===== src/rtl/mfdl_pkg.sv =====
// Shared constants, codes, state and command types for the multirate frame delay line.
// No dependencies.
`default_nettype none

package mfdl_pkg;

	localparam int RING_DEPTH = 4096;               // power of two
	localparam int AW         = $clog2(RING_DEPTH);
	localparam int MAX_FRAMES = 16;
	localparam int FW         = $clog2(MAX_FRAMES);
	localparam int CW         = $clog2(MAX_FRAMES + 1);
	localparam int MAX_READ   = 64;

	localparam int LENW = 13;       // block_length, read_offset, frame length
	localparam int RTW  = 16;       // Q4.12 rate
	localparam int SW   = 24;       // Q1.23 sample
	localparam int CNTW = 7;        // read_count
	localparam int PW   = AW + 16;  // Q12.16 position
	localparam int SZW  = AW + 16;  // length * rate, and sums of it
	localparam int DVW  = SZW + 16; // divider numerator
	localparam int DCW  = $clog2(DVW + 1);
	localparam int PRW  = SW + 18;  // interpolation product

	localparam logic [LENW-1:0] DEPTH_L  = LENW'(RING_DEPTH);
	localparam logic [RTW-1:0]  RATE_ONE = RTW'(4096);
	localparam logic [PW-1:0]   HALF_POS = PW'(32768);
	localparam logic [PRW-1:0]  ROUND_P  = PRW'(32768);

	typedef enum logic [1:0] {
		ACT_BEGIN  = 2'd0,
		ACT_SAMPLE = 2'd1,
		ACT_READ   = 2'd2,
		ACT_CLEAR  = 2'd3
	} action_t;

	typedef enum logic [1:0] {
		RES_OK   = 2'd0,
		RES_FULL = 2'd1,
		RES_BAD  = 2'd2
	} res_status_t;

	typedef enum logic [4:0] {
		S_INIT, S_CLEAR, S_IDLE,
		S_BW_SCAN, S_BW_LAST, S_BW_DECIDE, S_BW_SHIFT, S_BW_COMMIT,
		S_EMIT_OK, S_EMIT_FULL, S_EMIT_BAD,
		S_RD_CHECK, S_TOT_MUL, S_TOT_ACC, S_MOD_START, S_MOD_WAIT,
		S_WALK_MUL, S_WALK_CMP, S_DIV_START, S_DIV_WAIT,
		S_RD_A, S_CAP_A, S_CAP_B, S_INTERP,
		S_ADV_SUB, S_ADV_CMP, S_ADV_MUL, S_ADV_LOAD, S_RD_EMIT
	} ctrl_state_t;

	typedef enum logic [4:0] {
		OP_NONE, OP_CLR_INIT, OP_CLR_STEP, OP_ACCEPT,
		OP_BW_SCAN, OP_BW_LAST, OP_BW_DECIDE, OP_BW_SHIFT, OP_BW_COMMIT,
		OP_EMIT_OK, OP_EMIT_FULL, OP_EMIT_BAD, OP_EMIT_RD,
		OP_TOT_ACC, OP_MOD_START, OP_MOD_DONE, OP_WALK,
		OP_DIV_START, OP_POS_ADD, OP_RD_A, OP_CAP_A, OP_CAP_B, OP_INTERP,
		OP_ADV_SUB, OP_ADV_NEXT, OP_ADV_LOAD
	} dp_op_t;

	typedef struct packed {
		dp_op_t op;
	} dp_cmd_t;

	typedef struct packed {
		logic clr_last;
		logic bw_bad;
		logic scan_stop;
		logic bw_full;
		logic shift_done;
		logic rd_bad;
		logic tot_last;
		logic div_done;
		logic walk_hit;
		logic linear;
		logic adv_more;
		logic rd_last;
		logic out_free;
	} dp_stat_t;

endpackage

`default_nettype wire


===== src/rtl/mfdl_ctrl.sv =====
// Controller state machine: sequences clear, begin-write, sample-write and read.
// Depends on mfdl_pkg.
`default_nettype none

module mfdl_ctrl import mfdl_pkg::*; (
	input  wire logic       clk,
	input  wire logic       arst_n,
	input  wire logic       in_valid,
	input  wire logic [1:0] action,
	input  wire dp_stat_t   stat,
	output logic            in_stall,
	output dp_cmd_t         cmd
);

	ctrl_state_t state_q, state_d;

	always_ff @(posedge clk or negedge arst_n) begin
		if (!arst_n) begin
			state_q <= S_INIT;
		end else begin
			state_q <= state_d;
		end
	end

	always_comb begin
		state_d = state_q;
		unique case (state_q)
			S_INIT:  state_d = S_CLEAR;
			S_CLEAR: if (stat.clr_last) state_d = S_IDLE;
			S_IDLE: begin
				if (in_valid) begin
					unique case (action_t'(action))
						ACT_BEGIN:  state_d = S_BW_SCAN;
						ACT_SAMPLE: state_d = S_IDLE;
						ACT_READ:   state_d = S_RD_CHECK;
						ACT_CLEAR:  state_d = S_INIT;
						default:    state_d = S_IDLE;
					endcase
				end
			end
			S_BW_SCAN: begin
				if (stat.bw_bad) state_d = S_EMIT_BAD;
				else if (stat.scan_stop) state_d = S_BW_LAST;
			end
			S_BW_LAST:   state_d = S_BW_DECIDE;
			S_BW_DECIDE: state_d = stat.bw_full ? S_EMIT_FULL : S_BW_SHIFT;
			S_BW_SHIFT:  if (stat.shift_done) state_d = S_BW_COMMIT;
			S_BW_COMMIT: state_d = S_EMIT_OK;
			S_EMIT_OK, S_EMIT_FULL, S_EMIT_BAD: begin
				if (stat.out_free) state_d = S_IDLE;
			end
			S_RD_CHECK:  state_d = stat.rd_bad ? S_EMIT_BAD : S_TOT_MUL;
			S_TOT_MUL:   state_d = S_TOT_ACC;
			S_TOT_ACC:   state_d = stat.tot_last ? S_MOD_START : S_TOT_MUL;
			S_MOD_START: state_d = S_MOD_WAIT;
			S_MOD_WAIT:  if (stat.div_done) state_d = S_WALK_MUL;
			S_WALK_MUL:  state_d = S_WALK_CMP;
			S_WALK_CMP:  state_d = stat.walk_hit ? S_DIV_START : S_WALK_MUL;
			S_DIV_START: state_d = S_DIV_WAIT;
			S_DIV_WAIT:  if (stat.div_done) state_d = S_RD_A;
			S_RD_A:      state_d = S_CAP_A;
			S_CAP_A:     state_d = stat.linear ? S_CAP_B : S_ADV_SUB;
			S_CAP_B:     state_d = S_INTERP;
			S_INTERP:    state_d = S_ADV_SUB;
			S_ADV_SUB:   state_d = S_ADV_CMP;
			S_ADV_CMP:   state_d = stat.adv_more ? S_ADV_MUL : S_RD_EMIT;
			S_ADV_MUL:   state_d = S_ADV_LOAD;
			S_ADV_LOAD:  state_d = S_ADV_CMP;
			S_RD_EMIT: begin
				if (stat.out_free) state_d = stat.rd_last ? S_IDLE : S_DIV_START;
			end
			default: state_d = S_INIT;
		endcase
	end

	always_comb begin
		cmd.op   = OP_NONE;
		in_stall = state_q != S_IDLE;
		unique case (state_q)
			S_INIT:      cmd.op = OP_CLR_INIT;
			S_CLEAR:     cmd.op = OP_CLR_STEP;
			S_IDLE:      if (in_valid) cmd.op = OP_ACCEPT;
			S_BW_SCAN:   if (!stat.bw_bad) cmd.op = OP_BW_SCAN;
			S_BW_LAST:   cmd.op = OP_BW_LAST;
			S_BW_DECIDE: cmd.op = OP_BW_DECIDE;
			S_BW_SHIFT:  cmd.op = OP_BW_SHIFT;
			S_BW_COMMIT: cmd.op = OP_BW_COMMIT;
			S_EMIT_OK:   if (stat.out_free) cmd.op = OP_EMIT_OK;
			S_EMIT_FULL: if (stat.out_free) cmd.op = OP_EMIT_FULL;
			S_EMIT_BAD:  if (stat.out_free) cmd.op = OP_EMIT_BAD;
			S_TOT_ACC:   cmd.op = OP_TOT_ACC;
			S_MOD_START: cmd.op = OP_MOD_START;
			S_MOD_WAIT:  if (stat.div_done) cmd.op = OP_MOD_DONE;
			S_WALK_CMP:  cmd.op = OP_WALK;
			S_DIV_START: cmd.op = OP_DIV_START;
			S_DIV_WAIT:  if (stat.div_done) cmd.op = OP_POS_ADD;
			S_RD_A:      cmd.op = OP_RD_A;
			S_CAP_A:     cmd.op = OP_CAP_A;
			S_CAP_B:     cmd.op = OP_CAP_B;
			S_INTERP:    cmd.op = OP_INTERP;
			S_ADV_SUB:   cmd.op = OP_ADV_SUB;
			S_ADV_CMP:   if (stat.adv_more) cmd.op = OP_ADV_NEXT;
			S_ADV_LOAD:  cmd.op = OP_ADV_LOAD;
			S_RD_EMIT:   if (stat.out_free) cmd.op = OP_EMIT_RD;
			S_RD_CHECK, S_TOT_MUL, S_WALK_MUL, S_ADV_MUL: cmd.op = OP_NONE;
			default:     cmd.op = OP_NONE;
		endcase
	end

`ifndef SYNTHESIS
	a_div_hold: assert property (@(posedge clk) disable iff (!arst_n)
		((state_q == S_DIV_WAIT) && !stat.div_done) |=> (state_q == S_DIV_WAIT))
		else $error("left divide wait before quotient ready");
`endif

endmodule

`default_nettype wire


===== config.mk =====
export PLATFORM = sky130hd
export DESIGN_NAME = mfdl_ctrl
export DESIGN_NICKNAME = d
export VERILOG_FILES = /design/src/rtl/mfdl_pkg.sv /design/src/rtl/mfdl_ctrl.sv
export SDC_FILE = /design/constraint.sdc
export NUM_CORES = 1
export LEC_CHECK = 0
export ABC_CLOCK_PERIOD_IN_PS = 2100
export BUFFER_PORTS_ARGS = -buffer_cell sky130_fd_sc_hd__buf_2
export CORE_ASPECT_RATIO = 0.75
export CORE_MARGIN = 8
export CORE_UTILIZATION = 50
export CTS_CLUSTER_SIZE = 24
export DETAILED_ROUTE_END_ITERATION = 12
export PLACE_DENSITY = 0.86
export SLEW_MARGIN = 30
export SYNTH_ARGS = -nofsm -noshare
export SYNTH_HDL_FRONTEND = slang
export SYNTH_SLANG_ARGS = --single-unit
export TNS_END_PERCENT = 20

===== constraint.sdc =====
create_clock -name clk -period 2.1 [get_ports clk]
set_input_delay 0.315 -clock clk [delete_from_list [all_inputs] [get_ports clk]]
set_output_delay 0.315 -clock clk [all_outputs]
set_load 0.005 [all_outputs]

==> results.txt, run 1 <==
status - complete, but fails checks
failing checks - setup timing
Worst-Margin Slew - 0.564 ns
DR DRC count - 0
aggregate global-route resource usage - 0.194
Final WS setup - -0.00216 ns
count leader, synth - a21oi_1
max-slew violation count - 0
final wirelength - 4360 um
CTS Buf Count - 3
hold slack - 0.388 ns
Worst EP arrival - 1.79 ns
Yosys reg bits - 5
Cell Rows - 14
cells along the critical path - buf_4 > nand2b_1 > or3_4 > o211ai_1 > o21ai_1 > o211ai_1 > buf_2
port bufs - 23
area of the mapped netlist - 1050 sq um
Yosys top cell area share - 0.119
Post-synth EDFFs - 0
CTS tree - done
clock-pin transition on the worst setup and hold timing paths - 0.06 ns
DRT Pass-1 Iters - 6
critical path's top delay family - flip-flops
VDD IR max - 762 uV
Syn Nets - 168
fin crit share - 1.00
crit end category - primary output
RSZ-0062 raised after global routing - yes
Commonest cells post-synth - a21oi_1, nor2_1, nand2_1, buf_2
Top reg by flops - state_q
CTS HTree Levels - 1
Power Dens Cells - 1460 nW/um^2
Worst Path Buf+Inv - 2
dpl hpwl - 2670 um
area delta synth->final - 34.0%
Setup CP Type - reg -> out
Max Fclk - 0.476 GHz
Static Leak - 0.606 nW
die width - 68.9 um
crit-path most repeated cell - o211ai_1
Clock Skews - 0.00552 ns
DR vias - 1,465
Synth area leaders - dfrtp_1, a21oi_1, nand2b_1, nor2b_1, buf_2
total power - 2.05 mW
Placer Congestion - 0.983
slew margin rel. - 0.623
synth warn - 0
largest net degree at the start of global routing - 18
io pins - 24
Starting DRT DRC Count - 232
vias per std cell - 6.85
nets@finish - 209
vias in the first global route - 1,255
area of the core - 2000 sq um
syn_area_per_cell - 6.99 sq um
Worst EP required - 1.78 ns
most area-hungry cell type in the Yosys netlist - dfrtp_1
Fin. Hold Viols - 0
largest registers - state_q: 5 flops
Setup violations, final - 1
die area - 3830 sq um
antenna violations before repair - 0
Root Buffer - clkbuf_4
Netlist cell types - 48
DIE HEIGHT - 55.7 um
Worst Hold Class - in -> async
global route overflow - 0
clk_lat worst skew - 0.28 ns
Initial Util - 0.525
layout cell share with drive strength beyond 1 - 0.384
number of max-cap violations - 0
Cells after Synth - 150
CP max stage cell - dfrtp_2
Final ANT Viol Nets - 0
Async SR Flop Fraction - 1.00
prevailing post-synth register cell - dfrtp_1
Critical Path Start Type - flop
max reg flops - 5
Longest Clk Path Bufs - 2
Period minus WS final - 2.10 ns
Largest stage delay, worst path - 0.47 ns
register area share after synthesis - 0.119
first-pass GRT wire length - 5950 um
Crit Path Max Fanout - 7
clk sink count - 5
Inserted Diodes - 0
per-cell routed wire length - 20.4 um
## final timing paths
| kind | startpoint | to | slack, ns | depth (start not counted) |
|---|---|---|---|---|
| hold reg to reg | state_q[3] | state_q[3] | 0.67 | 1 |
| setup reg to reg | state_q[4] | state_q[0] | 0.01 | 5 |
| min in group clk | stat[1] | state_q[4] | 0.42 | 4 |
| setup / recovery | state_q[3] | cmd[0] | -0.002 | 7 |
| hold / removal | arst_n | state_q[3] | 0.39 | 2 |
| max in group asynchronous | arst_n | state_q[1] | 1.55 | 2 |
## cell type report
cell class              count  area (sq um)
well taps                  24          30.0
fillers                   158           592
multi-input cells         125           858
clock buffers               4          26.3
repair buffers             51           340
flip-flops and latches      5           131
inverters                   5          18.8
## layer usage
| metal | wire [um] | track usage | up-vias |
|---|---|---|---|
| li1 | - | - | 646 |
| met1 | 1700 | 0.253 | 664 |
| met2 | 1890 | 0.278 | 117 |
| met3 | 513 | 0.0563 | 38 |
| met4 | 256 | 0.0943 | 0 |
| met5 | 0 | 0 | - |
## worst reg2reg max path, delay by kind of cell, from the launching register on
kind / cells / cell delay (ns)
AND/OR/NAND/NOR: 1 / 0.50
flip-flops: 1 / 0.49
AO/OA/AOI/OAI: 2 / 0.43
multiplexers: 1 / 0.35
buffers and inverters: 1 / 0.21
## cell families after synthesis
group	synth area share
simple gates	0.323
mux	0.0621
buf+inv	0.0931
compound gates	0.402
flops	0.119
## placed cells by master, fill, tap and decap left out, types with 2 or more instances in the layout
master / netlist / final
nor3b_1: 5 / 5
clkbuf_4: 0 / 4
nor2_1: 11 / 10
and3_1: 2 / 2
buf_2: 9 / 24
nor3_1: 2 / 2
inv_1: 4 / 4
mux2i_1: 2 / 2
dfrtp_2: 0 / 5
o211ai_1: 5 / 5
a32oi_1: 2 / 2
buf_4: 3 / 22
or2_1: 2 / 2
o21ai_0: 6 / 5
o31ai_1: 3 / 3
mux2_1: 2 / 2
a21oi_1: 14 / 14
o2bb2ai_1: 2 / 2
nand2b_1: 8 / 7
nand3b_1: 2 / 2
mux2_2: 2 / 2
o21ai_1: 8 / 9
o22ai_1: 4 / 4
o221ai_1: 2 / 2
buf_6: 0 / 2
nand2_1: 10 / 10
nor2b_1: 8 / 7
## what timing repair did
action	in CTS	in global routing
gates resized for setup	5	14
setup endpoints to repair	4	4
endpoints found under the hold margin	5	0
hold buffers	1	0
cloned	0	0
setup buffers	0	11
## power breakdown
part | internal (mW) | switching [mW]
Combinational | 0.776 | 0.888
Clock | 0.0734 | 0.0627
Sequential | 0.145 | 0.103
Total | 0.994 | 1.05
## through the flow
stage | setup TNS (ns) | setup WS (ns) | cells | utilization | area (sq um)
global placement | 0 | 0.212 | 198 | 0.618 | 1230
floorplan | 0 | 0.444 | 150 | - | 1050
global route | -0.0828 | -0.0332 | 214 | 0.704 | 1410
CTS | -0.0349 | -0.0285 | 203 | 0.642 | 1280
finish | -0.00216 | -0.00216 | 214 | 0.704 | 1410
detailed placement | 0 | 0.168 | 198 | 0.618 | 1230
(Power assumes the default switching activity.)
==> run 2, diff against run 1 <==
==> constraint.sdc (replaced) <==
create_clock -name clk -period 2.1 [get_ports clk]
set_input_delay 0.42 -clock clk [delete_from_list [all_inputs] [get_ports clk]]
set_output_delay 0.42 -clock clk [all_outputs]
set_load 0.005 [all_outputs]
==> results.txt, run 2 (same netlist as run 1, synthesis figures left out) <==
status - complete, but fails checks
failing checks - setup timing
final wirelength - 4630 um
die area - 3830 sq um
slew margin rel. - 0.731
number of max-cap violations - 0
Max Fclk - 0.459 GHz
max-slew violation count - 0
Initial Util - 0.525
CP max stage cell - dfrtp_2
Starting DRT DRC Count - 186
total power - 2.20 mW
per-cell routed wire length - 20.5 um
vias per std cell - 6.70
CTS Buf Count - 3
max reg flops - 5
Final WS setup - -0.0784 ns
Inserted Diodes - 0
Critical Path Start Type - flop
nets@finish - 221
Crit Path Max Fanout - 6
Clock Skews - 0.0120 ns
Final Cell Area - 1490 sq um
DRT Pass-1 Iters - 5
CTS tree - done
Post-DP Area - 1260 sq um
io pins - 24
area delta synth->final - 42.2%
Static Leak - 0.655 nW
largest registers - state_q: 5 flops
CTS HTree Levels - 1
fin crit share - 1.04
Top reg by flops - state_q
aggregate global-route resource usage - 0.217
die width - 68.9 um
crit end category - primary output
clk_lat worst skew - 0.27 ns
Worst EP arrival - 1.76 ns
clk sink count - 5
VDD IR max - 1030 uV
Largest stage delay, worst path - 0.45 ns
Placer Congestion - 1.00
Worst-Margin Slew - 0.403 ns
Setup CP Type - reg -> out
total negative setup slack - -0.263 ns
DR vias - 1,514
antenna violations before repair - 0
DR DRC count - 0
Setup violations, final - 5
clock-pin transition on the worst setup and hold timing paths - 0.06 ns
Period minus WS final - 2.18 ns
global route overflow - 0
crit-path most repeated cell - nor2_1
dpl hpwl - 2950 um
RSZ-0062 raised after global routing - yes
Root Buffer - clkbuf_4
Post-Layout Cell Count - 226
most frequent cells in the layout - buf_4, buf_2, a21oi_1
Fin. Hold Viols - 0
first-pass GRT wire length - 6580 um
Worst EP required - 1.68 ns
DIE HEIGHT - 55.7 um
Final ANT Viol Nets - 0
vias in the first global route - 1,422
area of the core - 2000 sq um
Cell Rows - 14
Worst Hold Class - in -> reg
largest net degree at the start of global routing - 15
Longest Clk Path Bufs - 2
pre-CTS WS - 0.00943 ns
commonest non-fill, non-tap cell in the layout - buf_4
Placed Cells incl. Taps - 202
layout cell share with drive strength beyond 1 - 0.436
cells along the critical path - buf_4 > a211oi_1 > nor2_1 > nor2_1 > nor2_1 > o22ai_1 > buf_2
Power Dens Cells - 1480 nW/um^2
port bufs - 23
-- run 2: routing by layer --
| layer | track usage | up-vias | wire length, um |
|---|---|---|---|
| met5 | 0 | - | 0 |
| met4 | 0.131 | 0 | 239 |
| met3 | 0.0624 | 32 | 595 |
| met2 | 0.335 | 141 | 2060 |
| met1 | 0.254 | 673 | 1730 |
| li1 | - | 668 | - |
-- run 2: power by group --
group | internal [mW] | switching (mW)
logic | 0.880 | 0.951
clock network | 0.0733 | 0.0622
registers | 0.145 | 0.0910
-- run 2: worst max-delay path, delay by kind of cell, from the launching register on --
family | cells | cell delay (ns)
AND/OR/NAND/NOR | 3 | 0.22
buffers and inverters | 2 | 0.30
AO/OA/AOI/OAI | 2 | 0.51
flip-flops | 1 | 0.45
-- run 2: worst paths after layout --
kind / startpoint / end / slack, ns / cells after the start
min in group asynchronous: arst_n / state_q[1] / 0.51 / 2
max in group asynchronous: arst_n / state_q[4] / 1.43 / 2
worst min register to register: state_q[0] / state_q[0] / 0.78 / 2
worst min-delay path: stat[5] / state_q[4] / 0.50 / 3
worst max register to register: state_q[2] / state_q[3] / 0.02 / 6
worst max-delay path: state_q[0] / cmd[3] / -0.08 / 7
-- run 2: cell type report --
cell class,instances,area (sq um)
Clock buffer,4,26.3
Fill cell,164,505
Inverter,5,18.8
Multi-Input combinational cell,125,861
Sequential cell,5,131
Tap cell,24,30.0
Timing Repair Buffer,63,424
-- run 2: timing repair --
| action | CTS | global route |
|---|---|---|
| pin swaps | 0 | 4 |
| cloned | 0 | 0 |
| hold buffers | 1 | 0 |
| setup endpoints to repair | 6 | 6 |
| gates resized for setup | 11 | 14 |
| buffers inserted | 9 | 10 |
| endpoints found under the hold margin | 5 | 0 |
-- run 2: through the flow --
stage / hold WS (ns) / util
finish: 0.504 / 0.747
global placement: 0.237 / 0.633
global route: 0.528 / 0.747
floorplan: 0.124 / -
detailed placement: 0.244 / 0.633
CTS: 0.492 / 0.694
==> run 3, diff against run 2 <==
--- a/config.mk
+++ b/config.mk
@@ -12,7 +12,8 @@
 export CORE_UTILIZATION = 50
 export CTS_CLUSTER_SIZE = 24
 export DETAILED_ROUTE_END_ITERATION = 12
-export PLACE_DENSITY = 0.86
+export PLACE_DENSITY = 0.85
+export RECOVER_POWER = 25
 export SLEW_MARGIN = 30
 export SYNTH_ARGS = -nofsm -noshare
 export SYNTH_HDL_FRONTEND = slang
==> results.txt, run 3 (same netlist as run 1, synthesis figures left out) <==
reg2reg start - state_q[4]
fillers - 146
dpl hpwl - 2870 um
Root Buffer - clkbuf_4
vias in the first global route - 1,391
Starting DRT DRC Count - 104
Register-to-Register Setup Slack - 0.05 ns
total power - 2.10 mW
Final WS setup - -0.0694 ns
first-pass GRT wire length - 6500 um
Cell Rows - 14
Period minus WS final - 2.17 ns
Critical Path Start Type - flop
Initial Util - 0.525
die area - 3830 sq um
per-cell routed wire length - 19.2 um
Worst Hold Class - in -> reg
DR DRC count - 0
Power Dens Cells - 1410 nW/um^2
port bufs - 23
Worst EP required - 1.68 ns
DRT Pass-1 Iters - 5
cell depth of the worst min-delay path - 3
Worst Reg-to-Reg Cells - 8
largest registers - state_q: 5 flops
most frequent cells in the layout - buf_4, buf_2, a21oi_1
number of max-cap violations - 0
global route overflow - 0
io pins - 24
crit end category - primary output
hold slack - 0.553 ns
status - complete, but fails checks
Top reg by flops - state_q
DIE HEIGHT - 55.7 um
max reg flops - 5
clk_lat worst skew - 0.25 ns
Inserted Diodes - 0
DR vias - 1,450
RSZ-0062 raised after global routing - yes
die width - 68.9 um
max-slew violation count - 0
commonest non-fill, non-tap cell in the layout - buf_4
area of the core - 2000 sq um
fin crit share - 1.03
reg-to-reg endpoint - state_q[4]
CTS Buf Count - 3
final wirelength - 4220 um
Fin. Hold Viols - 0
pre-CTS WS - 0.0502 ns
Max Fclk - 0.461 GHz
Setup CP Type - reg -> out
Static Leak - 0.646 nW
Worst-Margin Slew - 0.382 ns
Crit Path Max Fanout - 6
failing checks - setup timing
clk sink count - 5
clock-pin transition on the worst setup and hold timing paths - 0.05 ns
CTS HTree Levels - 1
hold_sp - stat[5]
Worst EP arrival - 1.75 ns
Placer Congestion - 0.966
CTS tree - done
aggregate global-route resource usage - 0.212
Clock Skews - 0.0101 ns
nets@finish - 215
largest net degree at the start of global routing - 27
Worst Hold Path EP - state_q[4]
Final ANT Viol Nets - 0
Longest Clk Path Bufs - 2
area delta synth->final - 42.4%
Setup violations, final - 4
vias per std cell - 6.59
slew margin rel. - 0.745
VDD IR max - 1080 uV
antenna violations before repair - 0
layout cell share with drive strength beyond 1 - 0.434
-- run 3: cell count changes in the layout (fill, tap and decap cells not counted), moves of 2 or more --
cell | before | now
buf_2 | 25 | 22
buf_4 | 33 | 28
buf_6 | 3 | 5
nand2b_1 | 8 | 4
nand2b_4 | 0 | 4
-- run 3: what timing repair did --
| action | 4_1_cts | 5_1_grt |
|---|---|---|
| gates resized for setup | 18 | 11 |
| buffers inserted | 7 | 7 |
| pin swaps | 7 | 2 |
| setup endpoints to repair | 5 | 7 |
| hold buffers | 1 | 0 |
| endpoints found under the hold margin | 5 | 0 |
-- run 3: layer usage --
layer	track usage	part of all wire	wire length [um]
met1	0.267	0.38	1600
met2	0.332	0.46	1940
met3	0.0463	0.12	495
met4	0.0857	0.042	179
met5	0	0	0
-- run 3: power by group --
group	internal, mW	total, mW	switching, mW
clock network	0.0692	0.113	0.0441
registers	0.145	0.214	0.0693
logic	0.846	1.78	0.930
-- run 3: worst max-delay path, stage by stage, from the launching register on --
cell and delay [ns]:
dfrtp_2 0.47, buf_4 0.17, nand2b_1 0.17, nor2_2 0.15, nand3_1 0.12, a21boi_2 0.20, o211ai_1 0.08, buf_2 0.14
-- run 3: how the worst max path moves through the flow --
stage	end	slack, ns	cells after the start	startpoint
after floorplan	cmd[1]	0.34	8	state_q[2]
after global placement	cmd[0]	0.16	5	state_q[4]
after detailed placement	cmd[3]	0.05	6	state_q[2]
after CTS	cmd[0]	-0.04	6	state_q[0]
after global routing	cmd[3]	-0.12	6	state_q[2]
final	cmd[0]	-0.07	7	state_q[4]
-- run 3: final cells by class --
class | instances | area, sq um | share of cell area
multi-input combinational | 125 | 888 | 0.595
clock inverter | 1 | 5.00 | 0.00335
clock buffer | 3 | 22.5 | 0.0151
inverter | 5 | 25.0 | 0.0168
timing repair buffer | 57 | 390 | 0.262
sequential | 5 | 131 | 0.0880
tap | 24 | 30.0 | 0.0201
-- run 3: per-stage QoR --
step                std cells  cell area [sq um]   util  TNS, ns
CTS                       213               1410  0.706  -0.0687
global route              220               1490  0.747   -0.561
detailed placement        202               1280  0.640        0
global placement          202               1280  0.640        0
finish                    220               1490  0.747   -0.189
floorplan                 150               1050      -        0
